**config.mk**
```make
export PLATFORM = sky130hd
export DESIGN_NAME = buffer_pool_page_replacement
export DESIGN_NICKNAME = d
export VERILOG_FILES = /design/src/rtl/bppr_pkg.sv /design/src/rtl/bppr_ctrl.sv /design/src/rtl/bppr_datapath.sv /design/src/rtl/buffer_pool_page_replacement.sv
export VERILOG_INCLUDE_DIRS = /design/src /design/src/rtl
export SDC_FILE = /design/constraint.sdc
export NUM_CORES = 2
export LEC_CHECK = 0
export ABC_AREA = 1
export ABC_CLOCK_PERIOD_IN_PS = 16600
export BUFFER_PORTS_ARGS = -buffer_cell sky130_fd_sc_hd__buf_2
export CORE_MARGIN = 10
export CORE_UTILIZATION = 54
export CTS_BUF_LIST = sky130_fd_sc_hd__clkbuf_2 sky130_fd_sc_hd__clkbuf_4 sky130_fd_sc_hd__clkbuf_8
export DETAILED_ROUTE_END_ITERATION = 16
export HOLD_SLACK_MARGIN = 0.08
export PLACE_DENSITY = 0.71
export RECOVER_POWER = 50
export SLEW_MARGIN = 20
export SYNTH_ARGS = -nofsm -noshare
export SYNTH_HDL_FRONTEND = slang
export SYNTH_SLANG_ARGS = --single-unit
```
**constraint.sdc**
```tcl
create_clock -name clk -period 16.6 [get_ports clk]
set_input_delay 3.32 -clock clk [delete_from_list [all_inputs] [get_ports clk]]
set_output_delay 3.32 -clock clk [all_outputs]
set_load 0.01 [all_outputs]
```
**src/rtl/buffer_pool_page_replacement_macros.svh**
```systemverilog
// ----------------------------------------------------------------------------
// Buffer pool page replacement assertion macros
// Concurrent assertion forms for the buffer pool datapath.
// ----------------------------------------------------------------------------
`ifndef BUFFER_POOL_PAGE_REPLACEMENT_MACROS_SVH
`define BUFFER_POOL_PAGE_REPLACEMENT_MACROS_SVH

// same-cycle implication
`define BPPR_ASSERT_SAME(lbl, clk, rst, ante, cons, msg) \
  lbl: assert property (@(posedge clk) disable iff (rst) (ante) |-> (cons)) else $error(msg);

// next-cycle implication
`define BPPR_ASSERT_NEXT(lbl, clk, rst, ante, cons, msg) \
  lbl: assert property (@(posedge clk) disable iff (rst) (ante) |=> (cons)) else $error(msg);

`endif

```
**src/rtl/bppr_pkg.sv**
```systemverilog
// ----------------------------------------------------------------------------
// bppr_pkg
// Constants and controller/datapath interface types of the buffer pool.
// ----------------------------------------------------------------------------
package bppr_pkg;

  localparam int POOL_SLOTS = 16;
  localparam int SLOT_W     = $clog2(POOL_SLOTS);
  localparam int RANK_W     = $clog2(POOL_SLOTS);
  localparam int COUNT_W    = $clog2(POOL_SLOTS + 1);
  localparam int CLK_STEPS  = 2 * POOL_SLOTS + 1;
  localparam int STEP_W     = $clog2(CLK_STEPS);
  localparam int PIN_W      = 8;
  localparam int TABLE_W    = 8;
  localparam int PAGE_W     = 16;
  localparam int READS_W    = 32;
  localparam int IN_W       = 24;
  localparam int OUT_W      = 72;

  localparam logic [1:0] POLICY_CLOCK = 2'd0;
  localparam logic [1:0] POLICY_LRU   = 2'd1;
  localparam logic [1:0] POLICY_MRU   = 2'd2;

  localparam logic [1:0] KIND_ACCESS = 2'd0;
  localparam logic [1:0] KIND_PIN    = 2'd1;
  localparam logic [1:0] KIND_UNPIN  = 2'd2;

  localparam logic [2:0] REG_POLICY = 3'd0;

  typedef struct packed {
    logic capture;
    logic scan_init;
    logic scan_step;
    logic apply;
    logic out_load;
  } bppr_cmd_t;

  typedef struct packed {
    logic need_victim;
    logic scan_done;
    logic out_free;
  } bppr_status_t;

endpackage

```
**src/rtl/bppr_ctrl.sv**
```systemverilog
// ----------------------------------------------------------------------------
// bppr_ctrl
// Request sequencer: capture, lookup, victim scan, update, result.
// ----------------------------------------------------------------------------
module bppr_ctrl (
  input  logic                  clk,
  input  logic                  rst,
  input  logic                  s_tvalid,
  output logic                  s_tready,
  input  bppr_pkg::bppr_status_t status,
  output bppr_pkg::bppr_cmd_t    cmd
);

  localparam logic [2:0] S_IDLE  = 3'd0;
  localparam logic [2:0] S_LOOK  = 3'd1;
  localparam logic [2:0] S_SCAN  = 3'd2;
  localparam logic [2:0] S_APPLY = 3'd3;
  localparam logic [2:0] S_OUT   = 3'd4;

  logic [2:0] state;
  logic [2:0] state_next;

  assign s_tready = (state == S_IDLE);

  always_comb begin
    state_next = state;
    cmd        = '0;
    unique case (state)
      S_IDLE: begin
        if (s_tvalid) begin
          cmd.capture = 1'b1;
          state_next  = S_LOOK;
        end
      end
      S_LOOK: begin
        if (status.need_victim) begin
          cmd.scan_init = 1'b1;
          state_next    = S_SCAN;
        end else begin
          state_next = S_APPLY;
        end
      end
      S_SCAN: begin
        cmd.scan_step = 1'b1;
        if (status.scan_done) begin
          state_next = S_APPLY;
        end
      end
      S_APPLY: begin
        cmd.apply  = 1'b1;
        state_next = S_OUT;
      end
      S_OUT: begin
        if (status.out_free) begin
          cmd.out_load = 1'b1;
          state_next   = S_IDLE;
        end
      end
      default: begin
        state_next = S_IDLE;
      end
    endcase
  end

  always_ff @(posedge clk) begin
    if (rst) begin
      state <= S_IDLE;
    end else begin
      state <= state_next;
    end
  end

endmodule

```
**src/rtl/bppr_datapath.sv**
```systemverilog
// ----------------------------------------------------------------------------
// bppr_datapath
// Slot tags, pin counts, reference bits, ranks, clock hand, victim scan
// and the result register.
// ----------------------------------------------------------------------------
`include "buffer_pool_page_replacement_macros.svh"

module bppr_datapath (
  input  logic                                  clk,
  input  logic                                  rst,
  input  bppr_pkg::bppr_cmd_t                   cmd,
  output bppr_pkg::bppr_status_t                status,
  input  logic [1:0]                            policy,
  input  logic [bppr_pkg::IN_W-1:0]             s_tdata,
  input  logic [1:0]                            s_tuser,
  output logic                                  m_tvalid,
  input  logic                                  m_tready,
  output logic [bppr_pkg::OUT_W-1:0]            m_tdata
);

  localparam int N  = bppr_pkg::POOL_SLOTS;
  localparam int SW = bppr_pkg::SLOT_W;
  localparam int RW = bppr_pkg::RANK_W;

  logic [1:0]                     req_kind;
  logic [bppr_pkg::TABLE_W-1:0]   req_table;
  logic [bppr_pkg::PAGE_W-1:0]    req_page;

  logic [N-1:0]                   valid;
  logic [bppr_pkg::TABLE_W-1:0]   tag_table [N];
  logic [bppr_pkg::PAGE_W-1:0]    tag_page [N];
  logic [bppr_pkg::PIN_W-1:0]     pin [N];
  logic [N-1:0]                   refb;
  logic [RW-1:0]                  rank [N];
  logic [SW-1:0]                  hand;
  logic [bppr_pkg::READS_W-1:0]   read_counter;
  logic [bppr_pkg::COUNT_W-1:0]   res_count;

  logic [bppr_pkg::STEP_W-1:0]    scan_cnt;
  logic                           best_ok;
  logic [SW-1:0]                  best_idx;
  logic [RW-1:0]                  best_rank;

  logic                           r_hit;
  logic [SW-1:0]                  r_slot;
  logic                           r_loaded;
  logic                           r_ev;
  logic [bppr_pkg::TABLE_W-1:0]   r_evt;
  logic [bppr_pkg::PAGE_W-1:0]    r_evp;
  logic                           r_nov;

  logic                           found;
  logic [SW-1:0]                  hit_idx;
  logic                           free_ok;
  logic [SW-1:0]                  free_idx;
  logic                           access;
  logic                           clock_mode;
  logic                           largest;
  logic [SW-1:0]                  scan_idx;
  logic                           cand;
  logic                           take;
  logic                           better;
  logic [SW-1:0]                  hand_inc;
  logic                           load;
  logic [SW-1:0]                  tgt;

  always_comb begin
    found    = 1'b0;
    hit_idx  = '0;
    free_ok  = 1'b0;
    free_idx = '0;
    for (int i = 0; i < N; i++) begin
      if (!found && valid[i] && tag_table[i] == req_table && tag_page[i] == req_page) begin
        found   = 1'b1;
        hit_idx = SW'(i);
      end
      if (!free_ok && !valid[i]) begin
        free_ok  = 1'b1;
        free_idx = SW'(i);
      end
    end
  end

  assign access     = !req_kind[1];
  assign clock_mode = (policy == bppr_pkg::POLICY_CLOCK);
  assign largest    = (policy != bppr_pkg::POLICY_MRU);
  assign scan_idx   = clock_mode ? hand : scan_cnt[SW-1:0];
  assign cand       = valid[scan_idx] && (pin[scan_idx] == '0);
  assign take       = cand && !refb[scan_idx];
  assign better     = !best_ok || (largest ? (rank[scan_idx] > best_rank)
                                           : (rank[scan_idx] < best_rank));
  assign hand_inc   = (hand == SW'(N - 1)) ? '0 : hand + SW'(1);
  assign load       = access && !found && (free_ok || best_ok);
  assign tgt        = found ? hit_idx : (free_ok ? free_idx : best_idx);

  assign status.need_victim = access && !found && !free_ok;
  assign status.scan_done   = clock_mode
                            ? (take || scan_cnt == bppr_pkg::STEP_W'(bppr_pkg::CLK_STEPS - 1))
                            : (scan_cnt == bppr_pkg::STEP_W'(N - 1));
  assign status.out_free    = !m_tvalid || m_tready;

  // request capture, tags and result fields (no reset)
  always_ff @(posedge clk) begin
    if (cmd.capture) begin
      req_kind  <= s_tuser;
      req_table <= s_tdata[bppr_pkg::TABLE_W-1:0];
      req_page  <= s_tdata[bppr_pkg::TABLE_W +: bppr_pkg::PAGE_W];
    end
    if (cmd.apply && load) begin
      tag_table[tgt] <= req_table;
      tag_page[tgt]  <= req_page;
    end
    if (cmd.apply) begin
      r_hit    <= found;
      r_slot   <= found ? hit_idx : (load ? tgt : '0);
      r_loaded <= load;
      r_ev     <= load && !free_ok;
      r_evt    <= (load && !free_ok) ? tag_table[best_idx] : '0;
      r_evp    <= (load && !free_ok) ? tag_page[best_idx] : '0;
      r_nov    <= access && !found && !free_ok && !best_ok;
    end
    if (cmd.out_load) begin
      m_tdata <= {3'b000, res_count, read_counter, r_nov, r_evp, r_evt,
                  r_ev, r_loaded, r_slot, r_hit};
    end
  end

  always_ff @(posedge clk) begin
    if (rst) begin
      valid        <= '0;
      refb         <= '0;
      hand         <= '0;
      read_counter <= '0;
      res_count    <= '0;
      scan_cnt     <= '0;
      best_ok      <= 1'b0;
      best_idx     <= '0;
      best_rank    <= '0;
      m_tvalid     <= 1'b0;
      for (int i = 0; i < N; i++) begin
        pin[i]  <= '0;
        rank[i] <= '0;
      end
    end else begin
      if (cmd.capture || cmd.scan_init) begin
        scan_cnt <= '0;
        best_ok  <= 1'b0;
      end
      if (cmd.scan_step) begin
        scan_cnt <= scan_cnt + bppr_pkg::STEP_W'(1);
        if (clock_mode) begin
          hand <= hand_inc;
          if (take) begin
            best_ok  <= 1'b1;
            best_idx <= hand;
          end else if (cand) begin
            refb[hand] <= 1'b0;
          end
        end else if (cand && better) begin
          best_ok   <= 1'b1;
          best_idx  <= scan_idx;
          best_rank <= rank[scan_idx];
        end
      end
      if (cmd.apply) begin
        if (!access) begin
          if (found && req_kind == bppr_pkg::KIND_UNPIN && pin[hit_idx] != '0) begin
            pin[hit_idx] <= pin[hit_idx] - bppr_pkg::PIN_W'(1);
          end
        end else if (found || load) begin
          if (!found && free_ok) begin
            for (int i = 0; i < N; i++) begin
              if (valid[i]) begin
                rank[i] <= rank[i] + RW'(1);
              end
            end
            valid[tgt] <= 1'b1;
            res_count  <= res_count + bppr_pkg::COUNT_W'(1);
          end else begin
            for (int i = 0; i < N; i++) begin
              if (SW'(i) != tgt && valid[i] && rank[i] < rank[tgt]) begin
                rank[i] <= rank[i] + RW'(1);
              end
            end
          end
          rank[tgt] <= '0;
          refb[tgt] <= 1'b1;
          if (load) begin
            pin[tgt] <= (req_kind == bppr_pkg::KIND_PIN) ? bppr_pkg::PIN_W'(1) : '0;
            if (read_counter != '1) begin
              read_counter <= read_counter + bppr_pkg::READS_W'(1);
            end
          end else if (req_kind == bppr_pkg::KIND_PIN && pin[tgt] != '1) begin
            pin[tgt] <= pin[tgt] + bppr_pkg::PIN_W'(1);
          end
        end
      end
      if (cmd.out_load) begin
        m_tvalid <= 1'b1;
      end else if (m_tready) begin
        m_tvalid <= 1'b0;
      end
    end
  end

  `BPPR_ASSERT_SAME(a_victim_unpinned, clk, rst, cmd.apply && load && !free_ok, pin[best_idx] == '0 && valid[best_idx], "victim slot is pinned or empty")
  `BPPR_ASSERT_NEXT(a_reads_monotonic, clk, rst, 1'b1, read_counter >= $past(read_counter), "disk read counter went down")
  `BPPR_ASSERT_NEXT(a_fill_counts, clk, rst, cmd.apply && load && free_ok, res_count == $past(res_count) + bppr_pkg::COUNT_W'(1), "fill did not raise resident count")

endmodule

```
**src/rtl/buffer_pool_page_replacement.sv**
```systemverilog
// A hit, free fill or unpin runs through the capture, lookup, apply and output states.
// Misses on a full pool add a victim scan: every slot for LRU/MRU, up to a victim for clock.
// Requests do not overlap: a new one is taken only in idle; the scan checks one slot per cycle.
// A finished result waits in the output register while the next request is taken.
// Reset (rst, synchronous): all slots empty, ranks, pins, reference bits, hand,
// read counter and policy cleared; no clearing pass.
// ----------------------------------------------------------------------------
// buffer_pool_page_replacement
// Buffer pool page lookup with clock, LRU and MRU replacement and pinning.
// ----------------------------------------------------------------------------
module buffer_pool_page_replacement (
  input  logic                         clk,
  input  logic                         rst,
  input  logic                         s_tvalid,
  output logic                         s_tready,
  input  logic [bppr_pkg::IN_W-1:0]    s_tdata,   // table_id, page_index
  input  logic [1:0]                   s_tuser,   // kind
  output logic                         m_tvalid,
  input  logic                         m_tready,
  // hit, slot, loaded, evicted, evicted_table, evicted_page, no_victim,
  // disk_reads, resident_count, zero pad
  output logic [bppr_pkg::OUT_W-1:0]   m_tdata,
  input  logic                         psel,
  input  logic                         penable,
  input  logic                         pwrite,
  input  logic [2:0]                   paddr,
  input  logic [31:0]                  pwdata,
  output logic [31:0]                  prdata,
  output logic                         pready
);

  logic [1:0]             policy;
  bppr_pkg::bppr_cmd_t    cmd;
  bppr_pkg::bppr_status_t status;

  assign pready = 1'b1;
  assign prdata = (paddr[2] == bppr_pkg::REG_POLICY[2]) ? {30'd0, policy} : 32'd0;

  always_ff @(posedge clk) begin
    if (rst) begin
      policy <= bppr_pkg::POLICY_CLOCK;
    end else if (psel && penable && pwrite && pready && paddr[2] == bppr_pkg::REG_POLICY[2]) begin
      policy <= pwdata[1:0];
    end
  end

  bppr_ctrl u_ctrl (
    .clk      (clk),
    .rst      (rst),
    .s_tvalid (s_tvalid),
    .s_tready (s_tready),
    .status   (status),
    .cmd      (cmd)
  );

  bppr_datapath u_dp (
    .clk      (clk),
    .rst      (rst),
    .cmd      (cmd),
    .status   (status),
    .policy   (policy),
    .s_tdata  (s_tdata),
    .s_tuser  (s_tuser),
    .m_tvalid (m_tvalid),
    .m_tready (m_tready),
    .m_tdata  (m_tdata)
  );

endmodule

```
==> impl_summary.txt <==
----------------------------------------------------
[Yosys]
  Post-Syn Instances ... 5414
  Top FF cell, synth ... edfxtp_1
  Sequential fraction of the synthesis area ... 0.492
  Number of synthesis warnings ... 0
  Share of the synthesized area in compound gates (AO/OA/AOI/OAI) ... 0.154
  Number of distinct library cells after synthesis ... 71
  Count of flip-flops with a built-in enable after synthesis ... 639
  Top post-synthesis cells by area ... edfxtp_1 42%, nand2_1 8.4%, dfxtp_1 7.0%, o21ai_0 5.4%, nor2_1 5.0%
  Synthesized-area fraction occupied by and/or/nand/nor cells ... 0.225
  Xor and xnor area share after synthesis ... 0.0276
  Number of synthesized register bits ... 797
  Netlist area before placement ... 45400 um^2
  Post-Synth Adder-Cell Area ... 0.0218
  Fraction of synthesized cell area taken by the top area cell type ... 0.422
  Syn Area/Cell ... 8.39 um^2
  Share of flip-flops with an asynchronous set or reset ... 0
  Combinational family with the most area after synthesis ... simple AND/OR/NAND/NOR gates
  Top cell type by total area after synthesis ... edfxtp_1
  Mux contribution to synthesized area ... 0.00352

[Power]
  Switching share of total power ... 0.291
  Max rail drop VDD ... 0.0786 mV
  P_sw ... 1380 uW
  Fraction of power consumed by combinational cells ... 0.140
  Leakage Power ... 0.0185 uW
  Sequential fraction of design power ... 0.476
  Internal power ... 3360 uW
  Total power per unit cell area ... 96.0 nW/um^2
  Clock network fraction of total power ... 0.384

[STA]
  Final setup viols ... 0
  Slew at the pin closest to its max-slew limit ... 3410 ps
  Final worst-path cycle share ... 0.780
  Sum of negative setup slack ... 0 ps
  Clock period minus worst slack ... 12940 ps
  Unrepaired setup endpoints after global routing ... no
  Final Hold Slack ... 419 ps
  Clock Skews ... 41.9 ps
  Worst slew margin ... -1.27
  Final slew viol count ... 1070
  Number of hold violations in the final report ... 0
  Maximum operating frequency ... 77.3 MHz

[Floorplanning]
  Number of top-level pins ... 175
  Area of the placeable core ... 83600 um^2
  Die Span X ... 310 um
  Cell Rows ... 106
  Starting density of the core ... 0.544
  Full die area ... 96100 um^2
  Height of the die ... 310 um

[Worst setup path]
  Most used cell, CP ... nor2_1
  Reg-to-Reg End ... u_dp.pin[2][1]$_SDFFCE_PN0P_
  Capture point of the critical path ... u_dp.pin[2][1]$_SDFFCE_PN0P_
  CP max stage delay ... 1860 ps
  Worst R2R Setup Slack ... 3660 ps
  Maximum fanout along the worst path ... 42
  Worst R2R Start ... u_dp.req_page[10]$_DFFE_PP_
  Launch point of the critical path ... u_dp.req_page[10]$_DFFE_PP_
  Arrival time of the worst setup path ... 13410 ps
  Number of cells on the worst reg-to-reg path ... 35
  CP max-delay cell ... clkbuf_1
  Endpoint kind of the worst setup timing path ... register
  Startpoint Class ... register
  Critical path data required time ... 17070 ps
  Type of the worst setup path ... register to register

[Place]
  HPWL after detailed placement ... 125 mm
  Placement Cell Area ... 47000 um^2
  Cell count after placement ... 6454
  Port Buffers ... 108
  Placer Congestion ... 1.06

[Global routing]
  Pin count of the biggest net entering global routing ... 228
  Global-route wire length before repair ... 258 mm
  Via count of the first global-routing pass ... 39554
  Total global routing track utilization ... 0.365
  Initial antenna violation count ... 5
  Total overflow reported by the global router ... 0

[Run]
  Max-cap violations ... 33

[Clock tree]
  Clock Tree Root ... clkbuf_8
  Max clock buf depth ... 3
  TritonCTS clock tree ... yes
  Post-CTS Setup Inserts ... 0
  Number of clock sinks ... 797
  Clk Latency, worst-skew pair ... 860 ps
  CTS H-tree lvls ... 4
  TritonCTS Buffers ... 137
  Number of cells upsized or downsized after cts ... 0
  CTS Hold Bufs ... 0
  Worst-path clk slew ... 60 ps

[Detailed routing]
  DRC ... 0
  Final antenna-violating net count ... 0
  Number of optimization iterations in the first detailed-route pass ... 7
  Number of violations reported at the end of detailed-routing iteration 0 ... 6732
  Via/cell ratio ... 6.44
  Total via count in the routed design ... 43125
  Mean routed wirelength per cell ... 27.0 um
  Final WL ... 181 mm

[Cells and area]
  Area of all placed cells without fillers ... 49400 um^2
  Area grow syn2layout ... 8.64%
  Fraction of layout instances using a drive strength above 1 ... 0.0777
  Final net count ... 5660
  Share of the core filled with cells ... 0.591
  Final Non-Filler Cells ... 6700
  Filler cell count ... 7656

[Hold path]
  Worst hold-check path type ... register to register

[Status]
  Outcome ... finished with violations
  Failing checks ... max-capacitance violations, max-slew violations

----------------------------------------------------
sequential cells by signal, indices dropped and copies added (netlist names), 16 cells and up:
| signal | flops |
|---|---|
| u_dp.r_evp | 16 |
| u_dp.valid | 16 |
| u_dp.read_counter | 32 |
| u_dp.refb | 16 |
| u_dp.tag_page | 256 |
| u_dp.rank | 64 |
| u_dp.tag_table | 128 |
| u_dp.pin | 128 |
| u_dp.req_page | 16 |
| u_dp.m_tdata | 69 |
synth_stat cells, types with 14 or more instances:
library cell  number
xnor2_1           75
nor3_1           104
xor2_1            68
a221oi_1          14
buf_1             21
nand2_2           24
inv_2             33
ha_1              79
mux2i_1           16
nor2_1           604
nand4_1          151
nor4_1            65
a21oi_1          306
dfxtp_1          158
clkbuf_1         141
nand3b_1          19
edfxtp_1         639
o211ai_1          58
inv_1            530
nand2_1         1016
a211oi_1          39
o22ai_1          187
nand3_1          251
buf_4             59
or2_2             17
o21ai_0          491
buf_2             55
o2111ai_1         17
o221ai_1          15
stage by stage:
stage,power [uW],worst slack (ps)
2_1_floorplan,2670,6040
3_3_place_gp,2920,7310
3_5_place_dp,2930,7200
4_1_cts,4720,7200
5_1_grt,4880,3340
6_report,4740,3660
layout make-up:
type	instances	area, um^2	area share
Antenna cell	9	22.5	0.000456
Clock buffer	184	2290	0.0464
Clock inverter	53	409	0.00829
Inverter	566	2130	0.0431
Multi-Input combinational cell	3804	19800	0.401
Sequential cell	797	22400	0.453
Tap cell	1080	1350	0.0274
Timing Repair Buffer	207	1030	0.0209
cells in the final DEF, fill, tap and decap left out, types with 24 or more instances in the layout:
master	synthesis	layout
o21ai_0	491	491
inv_2	33	36
nand3_1	251	253
clkbuf_4	0	39
ha_1	79	79
buf_2	55	36
nand2_2	24	24
edfxtp_1	639	639
nor4_1	65	65
a21oi_1	306	306
clkbuf_8	0	145
nand4_1	151	151
xor2_1	68	68
nor2_1	604	593
conb_1	2	34
clkinv_1	3	25
o211ai_1	58	58
a211oi_1	39	39
inv_1	530	528
buf_4	59	52
clkbuf_1	141	118
nand2_1	1016	1016
xnor2_1	75	75
dfxtp_1	158	156
o22ai_1	187	187
nor3_1	104	101
kinds of logic after synthesis:
group,count (synthesis)
AND/OR/NAND/NOR,2324
AO/OA/AOI/OAI,1208
buffers and inverters,845
flip-flops,797
XOR/XNOR,143
adder cells (fa/ha/maj),79
multiplexers,16
other,2
per-layer routing:
metal  routed length [um]  track usage
met5                    0            0
met4                10400        0.187
met3                26300        0.116
met2                74900        0.531
met1                69100        0.485
power groups by stage:
| stage | sequential [uW] | clock [uW] | combinational (uW) |
|---|---|---|---|
| finish | 2260 | 1820 | 665 |
| global route | 2260 | 1920 | 697 |
| CTS | 2250 | 1830 | 639 |
| detailed placement | 2290 | 0 | 637 |
| global placement | 2290 | 0 | 633 |
| floorplan | 2290 | 0 | 379 |
worst max-delay path: cells and delay by family, from the launching register on:
family,cells,cell delay [ps]
flip-flops,1,310
buffers and inverters,4,4460
AND/OR/NAND/NOR,27,6710
adder cells (fa/ha/maj),1,260
AO/OA/AOI/OAI,3,750
worst min-delay path by stage:
stage / end / startpoint / cells past startpoint
after detailed placement: u_dp.m_tdata[5]$_DFFE_PP_ / u_dp.r_loaded$_DFFE_PP_ / 0
after floorplan: u_dp.m_tdata[0]$_DFFE_PP_ / u_dp.r_hit$_DFFE_PP_ / 0
final: u_dp.m_tdata[30]$_DFFE_PP_ / u_dp.r_evp[15]$_SDFFCE_PN0P_ / 0
after global placement: u_dp.m_tdata[19]$_DFFE_PP_ / u_dp.r_evp[4]$_SDFFCE_PN0P_ / 0
after CTS: u_dp.m_tdata[15]$_DFFE_PP_ / u_dp.r_evp[0]$_SDFFCE_PN0P_ / 0
after global routing: u_dp.m_tdata[11]$_DFFE_PP_ / u_dp.r_evt[4]$_SDFFCE_PN0P_ / 0
Note: power is estimated with default switching activity, not from simulation.
